===== config.mk =====
export PLATFORM = sky130hd
export DESIGN_NAME = entropy_key_session_fsm_unit
export DESIGN_NICKNAME = d
export VERILOG_FILES = /design/src/rtl/core/ekfsm_pkg.sv /design/src/rtl/core/ekfsm_in_stage.sv /design/src/rtl/core/ekfsm_core.sv /design/src/rtl/core/ekfsm_out_stage.sv /design/src/rtl/core/entropy_key_session_fsm_unit.sv
export SDC_FILE = /design/constraint.sdc
export NUM_CORES = 1
export LEC_CHECK = 0
export ABC_AREA = 1
export BUFFER_PORTS_ARGS = -buffer_cell sky130_fd_sc_hd__buf_2
export CAP_MARGIN = 15
export CORE_MARGIN = 1
export CORE_UTILIZATION = 55
export CTS_CLUSTER_DIAMETER = 100
export DETAILED_ROUTE_END_ITERATION = 10
export PLACE_DENSITY = 0.76
export SLEW_MARGIN = 30
export SYNTH_ARGS = -nofsm -noshare
export SYNTH_HDL_FRONTEND = slang
export SYNTH_SLANG_ARGS = --single-unit

===== constraint.sdc =====
create_clock -name clk -period 4.45 [get_ports clk]
set_clock_uncertainty 0.2 [all_clocks]
set_input_delay 0 -clock clk [delete_from_list [all_inputs] [get_ports clk]]
set_output_delay 0 -clock clk [all_outputs]
set_load 0.02 [all_outputs]

===== src/rtl/core/ekfsm_pkg.sv =====
// ----------------------------------------------------------------------------
// ekfsm_pkg
// Types and constants shared by the entropy key session state machine.
// ----------------------------------------------------------------------------
package ekfsm_pkg;

	typedef enum logic [2:0] {
		ST_INIT      = 3'd0,
		ST_SESSION   = 3'd1,
		ST_SENT      = 3'd2,
		ST_KFIRST    = 3'd3,
		ST_KEYED     = 3'd4,
		ST_KBAD      = 3'd5,
		ST_UNTRUSTED = 3'd6,
		ST_CLOSED    = 3'd7
	} conn_state_t;

	localparam logic [2:0] PK_SERIAL  = 3'd0;
	localparam logic [2:0] PK_INFO    = 3'd1;
	localparam logic [2:0] PK_KEYREQ  = 3'd2;
	localparam logic [2:0] PK_KEY     = 3'd3;
	localparam logic [2:0] PK_ENTROPY = 3'd4;
	localparam logic [2:0] PK_REJECT  = 3'd5;
	localparam logic [2:0] PK_END     = 3'd6;

	localparam logic       REG_MAX_REPEAT = 1'b0;
	localparam logic       REG_MAX_REKEY  = 1'b1;

	localparam logic [7:0]  SERIAL_BYTES   = 8'd12;
	localparam logic [11:0] NONCE_BYTES    = 12'd12;
	localparam logic [11:0] LAST_SEQ       = 12'd4095;
	localparam logic [7:0]  DEF_MAX_REPEAT = 8'd5;
	localparam logic [7:0]  DEF_MAX_REKEY  = 8'd50;

	typedef struct packed {
		logic [2:0]  func;
		logic [7:0]  packet_length;
		logic [63:0] serial_low;
		logic [31:0] serial_high;
		logic [11:0] subcode;
		logic        key_known;
		logic        nonce_ok;
	} item_t;

	typedef struct packed {
		conn_state_t next_state;
		logic        send_reset;
		logic        send_key_request;
		logic [31:0] nonce_number;
		logic        load_default_key;
		logic        derive_session_key;
		logic        pass_entropy;
	} result_t;

endpackage


===== src/rtl/core/ekfsm_in_stage.sv =====
// ----------------------------------------------------------------------------
// ekfsm_in_stage
// Input register: holds one accepted word until the decision stage takes it.
// ----------------------------------------------------------------------------
module ekfsm_in_stage (
	input  logic           clk,
	input  logic           arst_n,
	input  logic           in_valid,
	output logic           in_stall,
	input  ekfsm_pkg::item_t in_item,
	input  logic           take,
	output logic           valid_s1,
	output ekfsm_pkg::item_t item_s1
);
	import ekfsm_pkg::*;

	logic load;

	assign in_stall = valid_s1 && !take;
	assign load     = in_valid && !in_stall;

	always_ff @(posedge clk or negedge arst_n) begin
		if (!arst_n) begin
			valid_s1 <= 1'b0;
		end else begin
			valid_s1 <= load || (valid_s1 && !take);
		end
	end

	always_ff @(posedge clk) begin
		if (load) begin
			item_s1 <= in_item;
		end
	end

endmodule


===== src/rtl/core/ekfsm_core.sv =====
// ----------------------------------------------------------------------------
// ekfsm_core
// Session state, counters and stored serial; per-word next state and actions.
// ----------------------------------------------------------------------------
module ekfsm_core (
	input  logic              clk,
	input  logic              arst_n,
	input  logic              wr_en,
	input  logic              wr_index,
	input  logic [7:0]        wr_data,
	input  logic              fire,
	input  ekfsm_pkg::item_t  item,
	output ekfsm_pkg::result_t result
);
	import ekfsm_pkg::*;

	conn_state_t state_q, state_d;
	logic [7:0]  max_repeat_q, max_rekey_q;
	logic [7:0]  repeat_q, repeat_d;
	logic [63:0] ser_lo_q, ser_lo_d;
	logic [31:0] ser_hi_q, ser_hi_d;
	logic        ser_valid_q, ser_valid_d;
	logic [31:0] nonce_q, nonce_d;
	logic [31:0] reset_total_q;
	logic [31:0] rekey_total_q;
	logic        reset_inc, rekey_inc;

	always_comb begin
		logic do_reset;
		logic do_keyreq;
		do_reset    = 1'b0;
		do_keyreq   = 1'b0;
		state_d     = state_q;
		repeat_d    = repeat_q;
		ser_lo_d    = ser_lo_q;
		ser_hi_d    = ser_hi_q;
		ser_valid_d = ser_valid_q;
		nonce_d     = nonce_q;
		rekey_inc   = 1'b0;
		result      = '0;

		if (state_q == ST_CLOSED) begin
			state_d = ST_CLOSED;
		end else if (item.func >= PK_END) begin
			state_d = ST_CLOSED;
		end else begin
			unique case (state_q)
				ST_INIT: begin
					if (item.func != PK_SERIAL) begin
						do_reset = 1'b1;
					end else if (item.packet_length < SERIAL_BYTES) begin
						do_reset = 1'b1;
					end else if (ser_valid_q && (ser_lo_q != item.serial_low ||
							ser_hi_q != item.serial_high)) begin
						state_d = ST_UNTRUSTED;
					end else begin
						if (!ser_valid_q) begin
							ser_lo_d    = item.serial_low;
							ser_hi_d    = item.serial_high;
							ser_valid_d = 1'b1;
						end
						result.load_default_key = 1'b1;
						state_d = item.key_known ? ST_SESSION : ST_UNTRUSTED;
					end
				end
				ST_SESSION: begin
					if (item.func == PK_INFO) state_d = state_q;
					else if (item.func == PK_KEYREQ) do_keyreq = 1'b1;
					else do_reset = 1'b1;
				end
				ST_SENT: begin
					if (item.func == PK_INFO) begin
						state_d = state_q;
					end else if (item.func == PK_KEYREQ) begin
						repeat_d = repeat_q + 8'd1;
						if (repeat_q >= max_repeat_q) do_reset = 1'b1;
					end else if (item.func == PK_KEY) begin
						if (item.subcode != NONCE_BYTES) begin
							do_reset = 1'b1;
						end else begin
							result.derive_session_key = 1'b1;
							rekey_inc = 1'b1;
							state_d   = ST_KFIRST;
						end
					end else begin
						do_reset = 1'b1;
					end
				end
				ST_KFIRST, ST_KEYED: begin
					if (item.func == PK_ENTROPY) begin
						result.pass_entropy = 1'b1;
						if (item.subcode == LAST_SEQ) do_keyreq = 1'b1;
						else state_d = ST_KEYED;
					end else if (item.func == PK_INFO) begin
						state_d = state_q;
					end else if (state_q == ST_KFIRST && item.func == PK_REJECT) begin
						do_reset = 1'b1;
					end else if (state_q == ST_KEYED && item.func == PK_KEYREQ) begin
						do_keyreq = 1'b1;
					end else begin
						do_reset = 1'b1;
					end
				end
				ST_KBAD: begin
					if (item.func == PK_KEYREQ) begin
						repeat_d = repeat_q + 8'd1;
						if (repeat_q >= max_rekey_q) do_reset = 1'b1;
					end
				end
				default: begin
					state_d = state_q;
				end
			endcase
		end

		if (do_keyreq) begin
			if (!item.nonce_ok) begin
				state_d = ST_UNTRUSTED;
			end else begin
				result.send_key_request = 1'b1;
				result.nonce_number     = nonce_q;
				nonce_d  = nonce_q + 32'd1;
				repeat_d = '0;
				state_d  = ST_SENT;
			end
		end
		if (do_reset) begin
			result.send_reset       = 1'b1;
			result.load_default_key = 1'b1;
			state_d = ST_INIT;
			// rejected key: reset action, then wait in keyed-bad
			if (state_q == ST_KFIRST && item.func == PK_REJECT) begin
				repeat_d = '0;
				state_d  = ST_KBAD;
			end
		end
		reset_inc = do_reset;
		result.next_state = state_d;
	end

	always_ff @(posedge clk or negedge arst_n) begin
		if (!arst_n) begin
			max_repeat_q <= DEF_MAX_REPEAT;
			max_rekey_q  <= DEF_MAX_REKEY;
		end else if (wr_en) begin
			unique case (wr_index)
				REG_MAX_REPEAT: max_repeat_q <= wr_data;
				REG_MAX_REKEY:  max_rekey_q  <= wr_data;
				default: ;
			endcase
		end
	end

	always_ff @(posedge clk or negedge arst_n) begin
		if (!arst_n) begin
			state_q       <= ST_INIT;
			repeat_q      <= '0;
			ser_lo_q      <= '0;
			ser_hi_q      <= '0;
			ser_valid_q   <= 1'b0;
			nonce_q       <= '0;
			reset_total_q <= '0;
			rekey_total_q <= '0;
		end else if (fire) begin
			state_q       <= state_d;
			repeat_q      <= repeat_d;
			ser_lo_q      <= ser_lo_d;
			ser_hi_q      <= ser_hi_d;
			ser_valid_q   <= ser_valid_d;
			nonce_q       <= nonce_d;
			reset_total_q <= reset_total_q + {31'd0, reset_inc};
			rekey_total_q <= rekey_total_q + {31'd0, rekey_inc};
		end
	end

endmodule


===== src/rtl/core/ekfsm_out_stage.sv =====
// ----------------------------------------------------------------------------
// ekfsm_out_stage
// Result register: holds one result word until the downstream side takes it.
// ----------------------------------------------------------------------------
module ekfsm_out_stage (
	input  logic                clk,
	input  logic                arst_n,
	input  logic                valid_s1,
	input  ekfsm_pkg::result_t  result_d,
	output logic                take,
	output logic                out_valid,
	input  logic                out_stall,
	output ekfsm_pkg::result_t  result_q
);
	import ekfsm_pkg::*;

	assign take = valid_s1 && (!out_valid || !out_stall);

	always_ff @(posedge clk or negedge arst_n) begin
		if (!arst_n) begin
			out_valid <= 1'b0;
		end else begin
			out_valid <= take || (out_valid && out_stall);
		end
	end

	always_ff @(posedge clk) begin
		if (take) begin
			result_q <= result_d;
		end
	end

endmodule


===== src/rtl/core/entropy_key_session_fsm_unit.sv =====
// ----------------------------------------------------------------------------
// entropy_key_session_fsm_unit
// Host-side session state machine for a keyed entropy device.
// ----------------------------------------------------------------------------
// One word in gives one result word out. A word is registered, decided
// against the session state, and lands in the result register, so the block
// takes one word per cycle unless out_stall holds a result; the state, repeat,
// nonce, serial and count registers all loop back. The user must write limits
// through wr_en/wr_index/wr_data while the block is idle; nothing enforces it.
module entropy_key_session_fsm_unit (
	input  logic        clk,
	input  logic        arst_n,
	input  logic        wr_en,
	input  logic        wr_index,
	input  logic [7:0]  wr_data,
	input  logic        in_valid,
	output logic        in_stall,
	input  logic [2:0]  func,
	input  logic [7:0]  packet_length,
	input  logic [63:0] serial_low,
	input  logic [31:0] serial_high,
	input  logic [11:0] subcode,
	input  logic        key_known,
	input  logic        nonce_ok,
	output logic        out_valid,
	input  logic        out_stall,
	output logic [2:0]  next_state,
	output logic        send_reset,
	output logic        send_key_request,
	output logic [31:0] nonce_number,
	output logic        load_default_key,
	output logic        derive_session_key,
	output logic        pass_entropy
);
	import ekfsm_pkg::*;

	item_t   in_item, item_s1;
	result_t result_d, result_q;
	logic    valid_s1, take;

	assign in_item = '{func: func, packet_length: packet_length,
		serial_low: serial_low, serial_high: serial_high, subcode: subcode,
		key_known: key_known, nonce_ok: nonce_ok};

	ekfsm_in_stage u_in (
		.clk      (clk),
		.arst_n   (arst_n),
		.in_valid (in_valid),
		.in_stall (in_stall),
		.in_item  (in_item),
		.take     (take),
		.valid_s1 (valid_s1),
		.item_s1  (item_s1)
	);

	ekfsm_core u_core (
		.clk      (clk),
		.arst_n   (arst_n),
		.wr_en    (wr_en),
		.wr_index (wr_index),
		.wr_data  (wr_data),
		.fire     (take),
		.item     (item_s1),
		.result   (result_d)
	);

	ekfsm_out_stage u_out (
		.clk       (clk),
		.arst_n    (arst_n),
		.valid_s1  (valid_s1),
		.result_d  (result_d),
		.take      (take),
		.out_valid (out_valid),
		.out_stall (out_stall),
		.result_q  (result_q)
	);

	assign next_state         = result_q.next_state;
	assign send_reset         = result_q.send_reset;
	assign send_key_request   = result_q.send_key_request;
	assign nonce_number       = result_q.nonce_number;
	assign load_default_key   = result_q.load_default_key;
	assign derive_session_key = result_q.derive_session_key;
	assign pass_entropy       = result_q.pass_entropy;

endmodule

After elaboration in Yosys (flattened, before gate mapping)
Index checks and enable logic that the tools add are counted.
{ "op_classes": {"add_sub_neg": 2, "n_mul": 0, "div": 0, "magnitude_cmp": 4, "eq_ne": 15, "shift": 0, "muxes": 69, "bitwise": 10, "n_reduce_logical": 26} }
{ "ops": {"columns": ["cell", "count"], "rows": [
  ["8-bit 2-to-1 mux", 8],
  ["64-bit != test", 1],
  ["3-bit 2-to-1 mux", 18],
  ["1-bit 2-to-1 mux", 38],
  ["33-bit 2-to-1 mux", 1],
  ["32-bit by 1-bit adder with 32-bit output, second input constant", 1],
  ["32-bit != test", 1],
  ["8-bit >= comparator", 2],
  ["8-bit case mux with 2 select lines", 1],
  ["3-bit == test, second input constant", 5],
  ["12-bit == test, second input constant", 1],
  ["3-bit by 2-bit == test with 1-bit output, second input constant", 4],
  ["12-bit by 4-bit != test with 1-bit output, second input constant", 1],
  ["1-bit NOT", 10],
  ["3-bit case mux with 3 select lines", 1],
  ["8-bit by 1-bit adder with 8-bit output, second input constant", 1],
  ["8-bit by 4-bit less-than comparator with 1-bit output, second input constant", 1],
  ["8-bit AND reduction", 1],
  ["1-bit logical AND", 7],
  ["7-bit AND reduction", 1],
  ["3-bit by 1-bit == test with 1-bit output, second input constant", 2],
  ["2-bit AND reduction", 3],
  ["6-bit OR reduction", 1],
  ["1-bit case mux with 5 select lines", 1],
  ["9 further kinds", 15]
]} }
{ "totals": {"register_bits": 319, "latch_bits": 0, "mem_bits_rw": 0, "mem_bits_ro": 0, "n_memories": 0} }

Longest topological paths before layout
Gate-level depths: netlist of run 1.
{ "depth": {"word_depth": 12, "depth_mapped": 17, "depth_no_buf": 17} }

By module
From an unflattened synthesis of run 1, not the netlist that was laid out.
{ "hier_totals": {"hier_cells": 1519, "area_unflattened_um2": 14538.9} }
{ "modules_own_cells": {"columns": ["module", "instances", "cells_per_inst", "area_each_um2", "seq_area_each_um2"], "rows": [
  ["ekfsm_core", 1, 1346, 9601.7, 3910.0],
  ["ekfsm_in_stage", 1, 128, 3691.0, 3658.5],
  ["ekfsm_out_stage", 1, 45, 1246.2, 1226.2]
]} }

Least setup slack after synthesis of run 1
OpenSTA, ideal clock, no wires.
{ "synth_timing": {"path_kind": "reg2reg", "from": "register u_out.out_valid", "to": "register, netlist name u_in.item_s1[0]", "setup_time_ns": 0.473, "arrival_ns": 2.962, "path_slack_ns": 0.815, "stages_incl_launch_ff": 4, "n_path_buf": 0, "cell_sequence": "dfrtp_1 > nand2_2 > o21ai_0 > inv_1"} }
{ "synth_between": {"elab_chain_len": 7} }
{ "synth_lines": {"columns": ["item", "line_no", "text"], "rows": [
  ["start, declared", "ekfsm_out_stage.sv:11", "output logic out_valid,"],
  ["start signal, assigned", "ekfsm_out_stage.sv:23", "out_valid <= take || (out_valid && out_stall);"],
  ["1-bit zero test", "ekfsm_out_stage.sv:17", "assign take = valid_s1 && (!out_valid || !out_stall);"],
  ["1-bit logical OR", "ekfsm_out_stage.sv:17", null],
  ["1-bit logical AND", "ekfsm_out_stage.sv:17", null],
  ["1-bit zero test", "ekfsm_in_stage.sv:19", "assign in_stall = valid_s1 && !take;"],
  ["1-bit logical AND", "ekfsm_in_stage.sv:19", null],
  ["1-bit zero test", "ekfsm_in_stage.sv:20", "assign load = in_valid && !in_stall;"],
  ["1-bit logical AND", "ekfsm_in_stage.sv:20", null],
  ["named net u_in.load", "ekfsm_in_stage.sv:17", "logic load;"]
]} }
The timed path passes the listed nets, and every way through them passes these cells.
A chain may end at the register's enable or synchronous reset.

Worst setup path in the final report of run 1
{ "layout_timing": {"from": "register, netlist name u_in.item_s1[10]", "to": "register u_core.nonce_q[7]"} }
{ "layout_between": {"elab_chain_len": 7} }
{ "layout_lines": {"columns": ["item", "line_no", "text"], "rows": [
  ["12-bit == test", "ekfsm_core.sv:92", "if (item.subcode == LAST_SEQ) do_keyreq = 1'b1;"],
  ["1-bit 2-to-1 mux", "ekfsm_core.sv:92", null],
  ["1-bit 2-to-1 mux", "ekfsm_core.sv:90", "if (item.func == PK_ENTROPY) begin"],
  ["1-bit case mux with 2 select lines", "ekfsm_core.sv:47", "unique case (state_q)"],
  ["1-bit 2-to-1 mux", "ekfsm_core.sv:44", "end else if (item.func >= PK_END) begin"],
  ["1-bit 2-to-1 mux", "ekfsm_core.sv:42", "if (state_q == ST_CLOSED) begin"],
  ["3-bit AND reduction (no line)", null, null],
  ["end signal, assigned", "ekfsm_core.sv:170", "nonce_q <= nonce_d;"],
  ["end, declared", "ekfsm_core.sv:23", "logic [31:0] nonce_q, nonce_d;"]
]} }
No other way between the ends.

==> out/results.tsv, run 1 <==
metric	value	unit
status	finished clean	
synth_top_cells_by_area	edfxtp_1, dfrtp_1, nand2_1	
synth_area_leader_cell	edfxtp_1	
synthCells	1491	
vias_per_cell	5.17	
finalPower	9.36	mW
maxCapViolCount	0	
synth_simple_gate_area_share	18.6	%
worst_pin_slew	0.723	ns
dp_cells	1972	
synth_top_area_share	33.1	%
dpl.hpwl	19200	um
antenna_found_initial	3	
cp_max_fo	50	
cts_inserted_buffers	31	
worst_ep_required_time	4.68	ns
critical_path.top_delay_family	simple AND/OR/NAND/NOR gates	
arrival	3.14	ns
dieArea	0.0269	mm2
async_flop_share	49.8	%
grt_overflow_total	0	
cts_resized	0	
wl_per_cell	16.2	um
start_util	56.6	%
netlist_area	0.0144	mm2
synth_compound_area_share	5.35	%
p_seq_share	46.1	%
end_kind	flip-flop	
syn_nets	1644	
grt_max_degree	120	
synthToLayoutAreaGrowth	33.5	%
pwr-share-comb	24.8	%
grt_pass1_vias	12300	
rsz0062_at_grt	false	
final_cell_mix	nand2_1, dlygate4sd3_1, inv_1, buf_2, edfxtp_1	
drtIter0Drc	970	
yosysWarningCount	0	
grt_pass1_wl	60200	um
switching_share	32.4	%
synth_xor_area_share	3.76	%
p_switching	3.03	mW
final_nets	2089	
drive_gt1_share	14.5	%
cts.reportedPaths.clkPinSlew	0.07	ns
ys.flop_type	edfxtp_1	
critPathLaunchType	flip-flop	
p_per_area	486	mW/mm2
synth-edff-count	159	
path_buf_inv	1	
seq_area_frac_synth	60.5	%
io_pins	177	
gr-usage-all-layers	28.6	%
antenna_left	0	
finalHoldViolCount	0	
avgSynthCellArea	9.68	um2
synth.distinct_cells	43	
clockRootBuffer	clkbuf_16	
drt_wl_total	37300	um
place.gp.congestion	0.853	
final_common_cell	nand2_1	
synthAdderAreaFrac	1.56	%
max_freq	0.344	GHz
cts_buffer_depth	3	
post-cts-setup-buffers	0	
intPower	6.33	mW
max-slew-margin-rel	51.8	%
ir_drop	0.406	mV
layout_min_cycle_time	2.91	ns
slowest_stage	nor2_8	
yosys_register_bits	317	
cts_sinks	317	
insertion_delay	0.57	ns
synth_top_family_by_area	simple AND/OR/NAND/NOR gates	
cts_tree	built	
dieHeight	164	um
core	0.0255	mm2
drc	0	
io_buffers	174	
worstPathCellList	nand4_1, o31ai_1, nand3b_1, nand2_2, nand2_4, nor2_8, inv_2, nor2_2, nand2_1, xor2_1	
worstSetupPathType	flip-flop to flip-flop	
dr.pass1.iters	8	
synth_mux_area_share	2.65	%
period_share	65.4	%
p_clk_share	29.1	%
rows	58	
layoutNonFillerInstCount	2295	
htree_levels	1	
finalSetupViolations	0	
fp.dieW	164	um
setup-tns-final	0	ns
maxSlewViolCount	0	
max_stage_delay	0.57	ns
vias	11900	
leakagePower	9.07	nW
cts_hold_buf	261	
worstHoldPathType	input pin to flip-flop	
==> kinds of logic after synthesis <==
| kind of cell | after synthesis |
|---|---|
| mux | 28 |
| fa+ha+maj | 18 |
| xor+xnor | 62 |
| compound gates | 147 |
| buf+inv | 258 |
| simple gates | 661 |
| flops | 317 |
==> registers in the layout, indices dropped and copies added, names as in the netlist, 3 cells and up <==
register             count
u_core.max_rekey_q       8
u_core.max_repeat_q      8
u_core.nonce_q          32
u_core.repeat_q          8
u_core.ser_hi_q         32
u_core.ser_lo_q         64
u_core.state_q           3
u_in.item_s1           119
u_out.result_q          40
==> power by group through the flow <==
stage / Clock (mW) / Combinational (mW) / Sequential [mW]
2_1_floorplan: 0 / 1.51 / 4.25
3_3_place_gp: 0 / 1.92 / 4.27
3_5_place_dp: 0 / 2.01 / 4.31
4_1_cts: 2.72 / 2.21 / 4.27
5_1_grt: 2.87 / 2.64 / 4.39
6_report: 2.72 / 2.32 / 4.31
==> per-layer routing <==
metal	part of all wire [%]	track usage (%)	vias to the layer above	routed length, um
met3	4.9	4.42	133	1820
met1	40	34.1	5666	14700
met2	51	50.8	407	18900
li1	-	-	5656	-
met4	4.7	13.6	0	1750
met5	0	0	-	0
==> cell usage after synthesis (all sizes together) (5+ instances only) <==
master,number
inv,228
a21oi,15
ha,18
mux2,28
o21ai,118
buf,20
nand2,438
nor4,9
nor2,147
edfxtp,159
nand3,19
o22ai,5
dfstp,5
nand4,16
dfrtp,153
nor3,26
xor2,62
clkbuf,10
==> final timing paths <==
check / endpoint / startpoint / slack, ns / cells after the start
setup / recovery: u_core.nonce_q[7] / u_in.item_s1[10] / 1.54 / 10
hold / removal: u_in.item_s1[57] / serial_low[11] / 0.02 / 2
setup reg to reg: u_core.nonce_q[7] / u_in.item_s1[10] / 1.54 / 10
hold reg to reg: u_core.max_repeat_q[6] / u_core.max_repeat_q[6] / 0.28 / 2
max in group asynchronous: u_core.state_q[2] / arst_n / 3.10 / 4
min in group asynchronous: u_core.max_rekey_q[5] / arst_n / 0.40 / 3
==> final cells by class <==
class / instances / area, um2
diodes: 4 / 10.0
clock buffers: 43 / 861
clock inverters: 15 / 181
fillers: 1548 / 6210
inverters: 228 / 858
multi-input cells: 916 / 4620
flip-flops and latches: 317 / 8730
well taps: 330 / 413
repair buffers: 442 / 3580
==> stage by stage <==
stage                     cell area [um2]  setup slack [ns]  hold slack [ns]  util (%)
after global placement              15600              1.69          -0.0422      61.2
after global routing                19300              1.29           0.0177      75.6
final                               19300              1.54           0.0166      75.6
after CTS                           19300              1.59          0.00241      75.6
after detailed placement            15600              1.64          -0.0422      61.2
after floorplan                     14400             0.815           -0.496         -
(Power assumes the default switching activity.)
==> run 2, diff against run 1 <==
--- a/config.mk
+++ b/config.mk
@@ -5,14 +5,14 @@
 export SDC_FILE = /design/constraint.sdc
 export NUM_CORES = 1
 export LEC_CHECK = 0
-export ABC_AREA = 1
+export ABC_AREA = 0
 export BUFFER_PORTS_ARGS = -buffer_cell sky130_fd_sc_hd__buf_2
 export CAP_MARGIN = 15
 export CORE_MARGIN = 1
 export CORE_UTILIZATION = 55
 export CTS_CLUSTER_DIAMETER = 100
 export DETAILED_ROUTE_END_ITERATION = 10
-export PLACE_DENSITY = 0.76
+export PLACE_DENSITY = 0.77
 export SLEW_MARGIN = 30
 export SYNTH_ARGS = -nofsm -noshare
 export SYNTH_HDL_FRONTEND = slang
==> constraint.sdc (replaced) <==
create_clock -name clk -period 3 [get_ports clk]
set_clock_uncertainty 0.2 [all_clocks]
set_input_delay 0 -clock clk [delete_from_list [all_inputs] [get_ports clk]]
set_output_delay 0 -clock clk [all_outputs]
set_load 0.02 [all_outputs]
==> run 2 against run 1 <==
Routed wire length fell by 17%. Fmax fell by 0.85%. Via count is 25% lower. First-iteration DRC count is 48% lower. Global-route usage decreased by 2.5 points. Critical path type unchanged. Synthesized area shrank 9.4%. Sequential share of layout area grew 2.3 points. Cell count decreased by 25%. Clock power rose by 51%.
==> out/results.tsv, run 2 <==
metric	value	unit	change
status	finished clean		
synth_top_area_share	36.5	%	+3.4 points
slowest_stage	edfxtp_1		
switching_share	23.6	%	-8.8 points
maxSlewViolCount	0		unchanged
grt_pass1_wl	48900	um	-19%
htree_levels	1		unchanged
synth-edff-count	159		unchanged
period_share	97.8	%	+32 points
vias	8921		-25%
setup-tns-final	0	ns	unchanged
io_pins	177		unchanged
insertion_delay	0.55	ns	-0.02 ns
pwr-share-comb	12.1	%	-13 points
rsz0062_at_grt	false		
max-slew-margin-rel	41.6	%	-10 points
end_kind	flip-flop		
synth_area_leader_cell	edfxtp_1		
dieArea	0.0244	mm2	-9.3%
vias_per_cell	5.21		+0.82%
p_clk_share	39.6	%	+10 points
p_per_area	568	mW/mm2	+17%
synthToLayoutAreaGrowth	40.2	%	
finalSetupViolations	0		unchanged
intPower	7.96	mW	+26%
drive_gt1_share	20.8	%	+6.3 points
cts_buffer_depth	3		unchanged
cts_sinks	317		unchanged
grt_max_degree	72		-40%
avgSynthCellArea	14.7	um2	+52%
worst_ep_required_time	3.09	ns	-1.59 ns
critPathLaunchType	flip-flop		
max_stage_delay	0.43	ns	-0.14 ns
hold_ws	0.0388	ns	+0.0222 ns
largest_reg_flops	119		unchanged
maxCapViolCount	0		unchanged
netlist_area	0.0131	mm2	-9.4%
final_common_cell	dlygate4sd3_1		
worstHoldPathType	input pin to flip-flop		
cts.reportedPaths.clkPinSlew	0.07	ns	about the same
yosys-top-cells-count	edfxtp_1, dfrtp_1, xor2_1		
ys.flop_type	edfxtp_1		
worstSetupPathType	flip-flop to flip-flop		
async_flop_share	49.8	%	unchanged
rows	56		-3.4%
leakagePower	8.27	nW	-8.8%
syn_nets	1042		-37%
layout_min_cycle_time	2.93	ns	+0.0249 ns
grt_overflow_total	0		unchanged
synthCells	889		-40%
place.gp.congestion	0.837		-1.9%
start_util	55.9	%	-0.79 points
dr.pass1.iters	7		-1
multi_input_area	0.00416	mm2	-9.9%
core	0.0234	mm2	-8.1%
register_area	0.00873	mm2	unchanged
drt_wl_total	30900	um	-17%
top_register	u_in.item_s1		
yosysWarningCount	0		unchanged
final_nets	1522		-27%
critical_path.top_delay_family	simple AND/OR/NAND/NOR gates		
final_cell_mix	dlygate4sd3_1, buf_2, edfxtp_1, dfrtp_1, xor2_1		
drtIter0Drc	506		-48%
arrival	3.02	ns	-0.12 ns
largestRegisters	u_in.item_s1 x119, u_core.ser_lo_q x64, u_out.result_q x40		
io_buffers	174		unchanged
path_buf_inv	0		-1
worst_pin_slew	0.874	ns	+0.151 ns
antenna_found_initial	1		-2
worstPathCellList	xor2_1, nor4_2, nand4_1, nor4_4, nand3_1, a221o_1, o311ai_2, nand2_1		
ir_drop	0.532	mV	+31%
antenna_left	0		unchanged
diodes	0		-4
drc	0		unchanged
n_fill_cell	1377		-11%
synth_most_common_cell	edfxtp_1		
wl_per_cell	18.0	um	+11%
synth.distinct_cells	61		+42%
fp.dieW	156	um	-4.8%
seq_area_frac_synth	66.8	%	+6.3 points
p_switching	2.46	mW	-19%
synth_top_cells_by_area	edfxtp_1, dfrtp_1, mux2_1		
dieHeight	156	um	-4.8%
p_seq_share	48.4	%	+2.3 points
finalHoldViolCount	0		unchanged
grt_pass1_vias	9658		-22%
max_freq	0.341	GHz	-0.85%
cts_inserted_buffers	31		unchanged
cp_max_fo	2		-96%
dpl.hpwl	15300	um	-20%
clockRootBuffer	clkbuf_16		
cts_tree	built		
gr-usage-all-layers	26.1	%	-2.5 points
yosys_register_bits	317		unchanged
run 2: cell count changes in the layout (fill, tap and decap cells not counted), moves of 40 or more:
cell     before  now
mux2_1        0   85
xor2_1       62  102
inv_1       223   22
nand2_1     434   48
o21ai_0      88   23
nor2_1      144   19
run 2: metrics by stage:
step	area, um2	power, mW	cells	worst slack (ns)	util, %
floorplan	13100	5.64	889	0.210	-
global placement	14500	6.00	1380	0.0656	61.8
detailed placement	14500	6.03	1380	0.00899	61.8
CTS	18300	10.4	1711	0.0550	78.2
global route	18300	10.8	1712	0.00215	78.3
finish	18300	10.4	1712	0.0653	78.3
run 2: layout make-up:
cell class	instances	area share (%)
clock buffer	38	4.48
clock inverter	19	1.37
inverter	24	0.491
multi-input combinational	525	22.7
sequential	317	47.6
tap	319	2.18
timing repair buffer	470	21.1
run 2: kinds of logic after synthesis:
logic type               Yosys count  synth area share, %
AO/OA/AOI/OAI                     59                 2.94
XOR/XNOR                         129                 8.64
adder cells (fa/ha/maj)           18                 1.72
buffers and inverters             47                 1.70
flip-flops                       317                 66.8
multiplexers                     105                 9.04
AND/OR/NAND/NOR                  214                 9.13
run 2: power groups by stage:
| stage | registers, mW | clock network [mW] | logic (mW) |
|---|---|---|---|
| 6_report | 5.04 | 4.12 | 1.26 |
| 5_1_grt | 5.06 | 4.34 | 1.38 |
| 3_3_place_gp | 5.10 | 0 | 0.903 |
| 4_1_cts | 5.02 | 4.14 | 1.22 |
| 2_1_floorplan | 5.13 | 0 | 0.515 |
| 3_5_place_dp | 5.11 | 0 | 0.925 |
run 2: final timing paths:
path / startpoint / to / slack [ns] / depth (start not counted)
worst max-delay path: u_in.item_s1[74] / u_out.result_q[39] / 0.07 / 8
worst min-delay path: wr_data[1] / u_core.max_rekey_q[1] / 0.04 / 3
worst max register to register: u_in.item_s1[74] / u_out.result_q[39] / 0.07 / 8
worst min register to register: u_core.nonce_q[31] / u_core.nonce_q[31] / 0.27 / 1
max in group asynchronous: arst_n / u_core.ser_hi_q[30] / 1.78 / 4
min in group asynchronous: arst_n / u_core.max_repeat_q[2] / 0.41 / 3
run 2: tightest hold or removal path, cell delays in order:
cell	delay [ns]
dlygate4sd3_1	0.52
buf_2	0.10
mux2_2	0.13
run 2: repair_timing:
action | CTS | global route
setup buffers | 0 | 1
pin swaps | 0 | 5
hold endpoints to repair | 385 | 0
setup endpoints to repair | 1 | 3
hold buffers | 274 | 0
gates resized for setup | 1 | 7
run 2: routing by layer:
| metal | vias up | wire [um] | part of all wire, % | track usage, % |
|---|---|---|---|---|
| li1 | 4157 | - | - | - |
| met1 | 4408 | 11800 | 38 | 30.1 |
| met2 | 280 | 16600 | 54 | 49.1 |
| met3 | 74 | 1400 | 4.5 | 3.61 |
| met4 | 2 | 996 | 3.2 | 9.57 |
| met5 | - | 13 | 0.042 | 0 |
==> run 3, diff against run 2 <==
--- a/config.mk
+++ b/config.mk
@@ -6,7 +6,7 @@
 export NUM_CORES = 1
 export LEC_CHECK = 0
 export ABC_AREA = 0
-export BUFFER_PORTS_ARGS = -buffer_cell sky130_fd_sc_hd__buf_2
+export BUFFER_PORTS_ARGS = -buffer_cell sky130_fd_sc_hd__clkbuf_2
 export CAP_MARGIN = 15
 export CORE_MARGIN = 1
 export CORE_UTILIZATION = 55
==> run 3 against run 2 <==
The flow now finishes with violations (negative hold slack). Sequential cell count unchanged. Count of clock-buffer cells in the layout increased by 8. Via count decreased by 1.0%. Critical path type unchanged. Largest power group unchanged.
==> out/results.tsv, run 3 (synthesized netlist as in run 2, its figures left out) <==
metric	value	unit	change
leakagePower	8.17	nW	-1.2%
insertion_delay	0.55	ns	about the same
grt_max_degree	70		-2.8%
dr.pass1.iters	6		-1
worst_ep_required_time	3.08	ns	about the same
switching_share	24.2	%	+0.59 points
final_nets	1511		-0.72%
io_pins	177		unchanged
rr_endpoint	u_out.result_q[39]		
maxCapViolCount	0		unchanged
rows	56		unchanged
maxSlewViolCount	0		unchanged
final_cell_mix	dlygate4sd3_1, clkbuf_2, edfxtp_1, dfrtp_1, xor2_1		
end_kind	flip-flop		
drive_gt1_share	20.0	%	-0.77 points
p_seq_share	51.0	%	+2.6 points
start_util	55.9	%	unchanged
critPathLaunchType	flip-flop		
holdPathStages	2		-1
vias_per_cell	5.18		-0.57%
largest_reg_flops	119		unchanged
p_per_area	547	mW/mm2	-3.8%
hold_end	u_in.item_s1[69]		
post-cts-setup-buffers	0		unchanged
max_stage_delay	0.46	ns	+0.03 ns
setup-tns-final	0	ns	unchanged
grt_overflow_total	0		unchanged
intPower	7.50	mW	-5.8%
ir_drop	0.546	mV	+2.6%
grt_pass1_vias	9346		-3.2%
slowest_stage	nor4_4		
antenna_left	0		unchanged
final_common_cell	dlygate4sd3_1		
wl_per_cell	17.7	um	-1.6%
violations	negative hold slack		
arrival	3.04	ns	+0.02 ns
io_buffers	174		unchanged
worst_pin_slew	0.877	ns	+0.00215 ns
r2r_cells	8		unchanged
top_register	u_in.item_s1		
place.gp.congestion	0.855		+2.2%
cts_buffer_depth	3		unchanged
status	complete, but fails checks		
grt_pass1_wl	47500	um	-2.8%
vias	8829		-1.0%
dieHeight	156	um	unchanged
layout_min_cycle_time	2.96	ns	+0.0220 ns
hold_ws	-0.00998	ns	-0.0488 ns
cts.reportedPaths.clkPinSlew	0.07	ns	about the same
drc	0		unchanged
worstHoldPathType	input pin to flip-flop		
p_clk_share	36.6	%	-3.0 points
synthToLayoutAreaGrowth	38.4	%	
max-slew-margin-rel	41.4	%	-0.14 points
final_core_util	77.3	%	-1.0 points
pwr-share-comb	12.4	%	+0.3 points
fp.dieW	156	um	unchanged
finalPower	9.89	mW	-5.0%
antenna_found_initial	3		+2
cts_tree	built		
cts_sinks	317		unchanged
finalSetupViolations	0		unchanged
period_share	98.6	%	+0.73 points
drt_wl_total	30200	um	-2.1%
core	0.0234	mm2	unchanged
min_from	serial_low[23]		
cts_inserted_buffers	31		unchanged
finalHoldViolCount	1		+1
r2r_slack	0.04	ns	-0.02 ns
worstSetupPathType	flip-flop to flip-flop		
htree_levels	1		unchanged
worstPathCellList	xor2_1, nor4_2, nand4_1, nor4_4, nand3_2, a221o_1, o311ai_2, nand2_1		
gr-usage-all-layers	25.3	%	-0.80 points
cp_max_fo	2		unchanged
p_switching	2.39	mW	-2.6%
dieArea	0.0244	mm2	unchanged
dpl.hpwl	15600	um	+1.9%
r2r_start	u_in.item_s1[52]		
clockRootBuffer	clkbuf_16		
max_freq	0.338	GHz	-0.74%
drtIter0Drc	437		-14%
largestRegisters	u_in.item_s1 x119, u_core.ser_lo_q x64, u_out.result_q x40		
rsz0062_at_grt	true		
run 3: cell types whose count changed in the layout (fill, tap and decap cells not counted), moves of 2 or more:
cell	previous run	this run
clkinv_2	5	3
nor4_1	20	22
buf_2	173	0
dlygate4sd3_1	273	265
buf_4	16	12
nor4_2	5	3
diode_2	0	3
clkbuf_2	0	173
clkbuf_1	5	14
bufinv_16	6	1
run 3: cell type report:
class | count | area [um2]
Clock inverter | 11 | 82.6
Tap cell | 319 | 399
Sequential cell | 317 | 8730
Antenna cell | 3 | 7.51
Timing Repair Buffer | 459 | 3790
Multi-Input combinational cell | 525 | 4150
Fill cell | 1406 | 5310
Clock buffer | 46 | 842
Inverter | 24 | 90.1
run 3: critical path, delay by kind of cell (launching register included):
family | cells | cell delay, ns
AO/OA/AOI/OAI | 2 | 0.60
AND/OR/NAND/NOR | 5 | 1.26
flip-flops | 1 | 0.42
XOR/XNOR | 1 | 0.23
run 3: power by group through the flow:
stage / clock network, mW / registers, mW / logic (mW)
6_report: 3.62 / 5.04 / 1.23
5_1_grt: 3.84 / 5.07 / 1.35
4_1_cts: 3.62 / 5.03 / 1.20
3_5_place_dp: 0 / 5.12 / 0.913
3_3_place_gp: 0 / 5.10 / 0.894
2_1_floorplan: 0 / 5.13 / 0.515
run 3: stage by stage:
step | instance area, um2 | setup slack (ns) | cells
final | 18100 | 0.0434 | 1704
after global routing | 18100 | -0.0899 | 1703
after CTS | 18000 | 0.0170 | 1699
after detailed placement | 14400 | -0.0253 | 1378
after global placement | 14400 | 0.0563 | 1378
after floorplan | 13100 | 0.210 | 889
run 3: worst max path at each step:
stage	endpoint	from	slack, ns	depth (start not counted)
2_1_floorplan	u_core.repeat_q[5]	u_out.out_valid	0.21	7
3_3_place_gp	u_out.result_q[39]	u_in.item_s1[50]	0.06	9
3_5_place_dp	u_out.result_q[39]	u_in.item_s1[50]	-0.03	9
4_1_cts	u_out.result_q[39]	u_in.item_s1[50]	0.02	9
5_1_grt	u_out.result_q[39]	u_in.item_s1[84]	-0.09	9
6_report	u_out.result_q[39]	u_in.item_s1[52]	0.04	8
run 3: metal layers:
metal | vias to the layer above | part of all wire (%) | track usage, %
met5 | - | 0.043 | 0
met4 | 2 | 3.5 | 8.96
met3 | 73 | 4.3 | 3.72
met2 | 262 | 54 | 47.1
met1 | 4351 | 38 | 29.7
li1 | 4141 | - | -
run 3: timing repair:
| action | 4_1_cts | 5_1_grt |
|---|---|---|
| pin swaps | 0 | 8 |
| gates resized for setup | 1 | 5 |
| hold endpoints to repair | 421 | 2 |
| setup endpoints to repair | 1 | 5 |
| hold buffers | 264 | 2 |
| gates cloned | 0 | 0 |
